[config.mk]
export PLATFORM = sky130hd
export DESIGN_NAME = tmpd_front
export DESIGN_NICKNAME = d
export VERILOG_FILES = /design/src/tmpd_pkg.sv /design/src/tmpd_front.sv
export VERILOG_INCLUDE_DIRS = /design/src /design/src/src
export SDC_FILE = /design/constraint.sdc
export NUM_CORES = 1
export LEC_CHECK = 0
export BUFFER_PORTS_ARGS = -buffer_cell sky130_fd_sc_hd__buf_4
export CAP_MARGIN = 20
export CORE_ASPECT_RATIO = 1.5
export CORE_MARGIN = 8
export CORE_UTILIZATION = 55
export CTS_CLUSTER_DIAMETER = 100
export DETAILED_ROUTE_END_ITERATION = 6
export GPL_TIMING_DRIVEN = 0
export PLACE_DENSITY = 0.85
export SKIP_CTS_REPAIR_TIMING = 1
export SLEW_MARGIN = 5
export SYNTH_ARGS = -nofsm -noshare
export SYNTH_HDL_FRONTEND = slang
export SYNTH_SLANG_ARGS = --single-unit
[constraint.sdc]
create_clock -name clk -period 5.2 [get_ports clk]
set_clock_uncertainty 0.1 [all_clocks]
set_input_delay 1.04 -clock clk [delete_from_list [all_inputs] [get_ports clk]]
set_output_delay 1.04 -clock clk [all_outputs]
set_load 0.02 [all_outputs]
[src/tape_machine_with_pixel_draw_defines.svh]
// Assertion helpers shared by the tape machine RTL.
// Each one samples on clk and is off while arst_n is low.
`ifndef TAPE_MACHINE_WITH_PIXEL_DRAW_DEFINES_SVH
`define TAPE_MACHINE_WITH_PIXEL_DRAW_DEFINES_SVH

// Check that a property holds at every clock edge outside reset.
`define TMPD_ASSERT(lbl, prop, msg) \
	lbl: assert property (@(posedge clk) disable iff (!arst_n) (prop)) else $error(msg);

// Check that a condition never holds outside reset.
`define TMPD_NEVER(lbl, cond, msg) \
	`TMPD_ASSERT(lbl, !(cond), msg)

`endif

[src/tmpd_pkg.sv]
`default_nettype none

package tmpd_pkg;

	localparam int TAPE_CELLS  = 1024;
	localparam int TAPE_AW     = $clog2(TAPE_CELLS);
	localparam int CELL_W      = 32;
	localparam int IMAGE_SIDE  = 100;
	localparam int COORD_W     = $clog2(IMAGE_SIDE);
	localparam int COLOR_W     = 8;
	localparam int CHAR_W      = 8;
	localparam int LOOP_DEPTH  = 64;
	localparam int STK_AW      = $clog2(LOOP_DEPTH);
	localparam int DEPTH_W     = STK_AW + 1;
	localparam int PROG_W      = 12;
	localparam int OP_W        = 3;
	localparam int QUEUE_DEPTH = 2;
	localparam int QPTR_W      = $clog2(QUEUE_DEPTH);
	localparam int QCNT_W      = $clog2(QUEUE_DEPTH + 1);
	localparam int DRAW_CNT_W  = 2;

	// Commands of the tape machine
	typedef enum logic [OP_W-1:0] {
		OP_INC   = 3'd0,
		OP_DEC   = 3'd1,
		OP_RIGHT = 3'd2,
		OP_LEFT  = 3'd3,
		OP_OPEN  = 3'd4,
		OP_CLOSE = 3'd5,
		OP_PRINT = 3'd6,
		OP_DRAW  = 3'd7
	} op_t;

	// Back end sequencer states
	typedef enum logic [2:0] {
		ST_CLEAR,
		ST_EXEC,
		ST_MOVE,
		ST_CLOSE,
		ST_DRAW
	} st_t;

	// One decoded command as it sits in the queue
	typedef struct packed {
		op_t              op;
		logic [PROG_W-1:0] idx;
		logic [PROG_W-1:0] nxt;
	} item_t;

	// Queue head offered to the back end
	typedef struct packed {
		logic  valid;
		item_t item;
	} head_t;

	// Back end status returned to the front end
	typedef struct packed {
		logic pop;
		logic busy_clear;
	} back_stat_t;

endpackage

`default_nettype wire

[src/tmpd_front.sv]
`default_nettype none

module tmpd_front (
	input  wire logic                       clk,
	input  wire logic                       arst_n,
	input  wire logic                       in_valid,
	output logic                            in_ready,
	input  wire logic [tmpd_pkg::OP_W-1:0]   operation,
	input  wire logic [tmpd_pkg::PROG_W-1:0] instr_index,
	output tmpd_pkg::head_t                 head,
	input  wire tmpd_pkg::back_stat_t        stat
);
	import tmpd_pkg::*;

	`include "tape_machine_with_pixel_draw_defines.svh"

	item_t             slot_q [QUEUE_DEPTH];
	logic [QPTR_W-1:0] wr_ptr_q;
	logic [QPTR_W-1:0] rd_ptr_q;
	logic [QCNT_W-1:0] cnt_q;
	logic              push;
	logic              pop;
	item_t             word;

	// Accept while there is room and the tape is not being cleared
	assign in_ready = (cnt_q != QCNT_W'(QUEUE_DEPTH)) && !stat.busy_clear;
	assign push     = in_valid && in_ready;
	assign pop      = stat.pop;

	// Classify the incoming word and precompute the fall-through index
	always_comb begin
		word.op  = op_t'(operation);
		word.idx = instr_index;
		word.nxt = instr_index + PROG_W'(1);
	end

	// Store the word
	always_ff @(posedge clk) begin
		if (push) begin
			slot_q[wr_ptr_q] <= word;
		end
	end

	// Advance pointers and fill count
	always_ff @(posedge clk or negedge arst_n) begin
		if (!arst_n) begin
			wr_ptr_q <= '0;
			rd_ptr_q <= '0;
			cnt_q    <= '0;
		end else begin
			if (push) begin
				wr_ptr_q <= wr_ptr_q + QPTR_W'(1);
			end
			if (pop) begin
				rd_ptr_q <= rd_ptr_q + QPTR_W'(1);
			end
			if (push && !pop) begin
				cnt_q <= cnt_q + QCNT_W'(1);
			end else if (pop && !push) begin
				cnt_q <= cnt_q - QCNT_W'(1);
			end
		end
	end

	assign head.valid = (cnt_q != '0);
	assign head.item  = slot_q[rd_ptr_q];

	`TMPD_ASSERT(a_cnt_bound, cnt_q <= QCNT_W'(QUEUE_DEPTH), "queue count over depth")
	`TMPD_ASSERT(a_pop_nonempty, pop |-> (cnt_q != '0), "pop from empty queue")
	`TMPD_ASSERT(a_push_grows, (push && !pop) |=> (cnt_q == $past(cnt_q) + QCNT_W'(1)),
		"queue count did not grow on push")

endmodule

`default_nettype wire

==> qor.yml <==
critical_path:
  crit_slowest_cell: "mux2_2"
  crit_type: "flop to primary output"
  r2r_setup_slack_ns: 3.17
  reg2reg_depth: 4
  cpPeakStageDelay_ns: 0.38
  path_cells: "buf_2, buf_2, mux2_2, buf_4"
  cp_common_cell: "buf_2"
  rr_startpoint: "cnt_q[0]"
  worst_setup_path_end_kind: "primary output"
  reg2reg_to: "slot_q[1][1]"
  crit_required_ns: 4.06
  critical_path.top_delay_family: "buffers and inverters"
  start_kind: "flop"
  crit_fanout: 10
  worst-path-buf-inv: 3
  cp.arrival_ns: 1.73
synthesis:
  async_reset_ff_share_pct: 6.90
  ys_seq_area_share_pct: 72.8
  synth_seq_cells: 58
  postSynthAreaPerCell_um2: 17.9
  synth_edf_count: 54
  synthDominantCellAreaShare_pct: 68.6
  synth_top_flop_cell: "edfxtp_1"
  syn_area_um2: 2360
  synth.cells.most_frequent: "edfxtp_1, mux2_2, xor2_1"
  yosys-top-cells-area: "edfxtp_1, mux2_2, dfrtp_1"
  synth.distinct_cells: 19
  synth_fp_nets: 154
  synthCells: 132
  ys_warn_count: 0
  yosysTopAreaCell: "edfxtp_1"
  yosys.cell_count.top_type: "edfxtp_1"
die:
  core-area_um2: 4170
  initial_core_util_pct: 56.6
  die_y_um: 96.3
  ios: 49
  die_w_um: 69.5
  rows: 29
  die-area_um2: 6690
sta:
  hold_violations: 0
  drv_slew: 0
  finalSetupTns_ns: 0
  rsz0062_at_grt: "false"
  whs_ns: 0.399
  maxSlewHeadroom_pct: 51.3
  period_needed_ns: 2.87
  tightestPinTransition_ns: 0.731
  min_period_over_period_pct: 55.2
  finalSetupViolCount: 0
  fmax_mhz: 348
clock_network:
  root_buffer: "clkbuf_8"
  cts_made_buffers: 9
  cts_buffer_depth: 2
  clkTransAtPathRegs_ns: 0.06
  h-tree-depth: 3
  clk-insertion-delay-late_ns: 0.32
  cts_sinks: 58
  cts_tree: "done"
hold_path:
  hp-class: "primary input to asynchronous set/reset pin"
route:
  drc: 0
  wl_per_cell_um: 18.4
  drt_iter0_markers: 77
  vias_per_cell: 5.32
  vias: 1299
  routed_wl_mm: 4.50
  final_antenna_net_count: 0
  firstDrtPassIters: 4
power:
  ir_drop_mv: 0.325
  p_leak_nw: 1.15
  powerDensity_nw_per_um2: 487
final_layout:
  synthToLayoutAreaGrowth_pct: 26.0
  antenna_cells: 0
  layout-drive-gt1-share_pct: 47.0
  fillers: 258
  layout.nets: 215
place:
  gp_congestion: 0.782
  port_buffers: 48
  dpl.hpwl_mm: 3.26
run:
  drv_cap: 0
global_route:
  grt_max_degree: 20
  grt.overflow.total: 0
  track_usage_pct: 14.3
  antenna_found_initial: 0
  grt_pass1_wl_mm: 7.17
  grt_pass1_vias: 1435
outcome:
  status: "complete, no violations"
[placed cells by master, fill, tap and decap left out, drive strengths merged, types with 2 or more instances in the layout]
cell	synthesis	layout
edfxtp	54	54
buf	3	53
mux2	27	27
clkbuf	0	11
xor2	10	10
inv	6	6
xnor2	5	5
nor2	5	5
clkinv	0	5
nand2	4	4
dfrtp	4	4
nand3	4	4
nor3	2	2
and3	2	2
ha	2	2
[final cells by class]
class	count	area [um2]	share of cell area, %
Buffer	3	15.0	0.504
Clock buffer	11	131	4.41
Clock inverter	5	21.3	0.714
Inverter	6	22.5	0.756
Multi-Input combinational cell	65	607	20.4
Sequential cell	58	1720	57.8
Tap cell	46	57.6	1.93
Timing Repair Buffer	50	403	13.5
[metal layers]
metal	vias to the layer above	part of all wire (%)	track usage [%]
li1	616	-	-
met1	632	38	14.1
met2	43	55	25.0
met3	8	5.6	5.68
met4	0	1.8	8.75
met5	-	0	0
[flip-flops by register name, summed over array words and instances, names as in the netlist]
signal    count
wr_ptr_q      1
rd_ptr_q      1
slot_q       54
cnt_q         2
[kinds of logic after synthesis]
logic type,Yosys count,share of synthesized area (%)
flip-flops,58,72.8
multiplexers,27,12.9
AND/OR/NAND/NOR,19,5.56
XOR/XNOR,15,5.56
buffers and inverters,9,1.59
AO/OA/AOI/OAI,2,0.529
adder cells (fa/ha/maj),2,1.06
[power breakdown]
group | switching (mW) | internal, mW | total, mW | leakage, nW
Combinational | 0.278 | 0.235 | 0.513 | 0.528
Clock | 0.160 | 0.166 | 0.326 | 0.0796
Sequential | 0.0235 | 0.588 | 0.612 | 0.540
Total | 0.461 | 0.990 | 1.45 | 1.15
[worst max path at each step]
stage | start | to | cells past startpoint
after CTS | rd_ptr_q | head[20] | 4
final | rd_ptr_q | head[19] | 4
after global routing | rd_ptr_q | head[19] | 4
after detailed placement | stat[0] | slot_q[1][26] | 4
after floorplan | stat[0] | slot_q[0][0] | 3
after global placement | stat[0] | slot_q[0][24] | 4
[metrics by stage]
stage                     utilization [%]  std cells  area, um2  power (mW)  setup slack, ns
after global placement               66.7        226       2780        1.11             1.72
after global routing                 71.4        244       2980        1.51             2.26
after floorplan                         -        132       2360       0.928             2.30
after CTS                            71.4        244       2980        1.47             2.28
after detailed placement             67.7        228       2830        1.14             2.54
final                                71.4        244       2980        1.45             2.33
[worst reg2reg max path, stage by stage, from the launching register on]
cell and delay (ns):
dfrtp_1 0.43, inv_1 0.10, a21oi_1 0.19, and3_1 0.67, buf_8 0.25
Note: power is estimated with default switching activity, not from simulation.
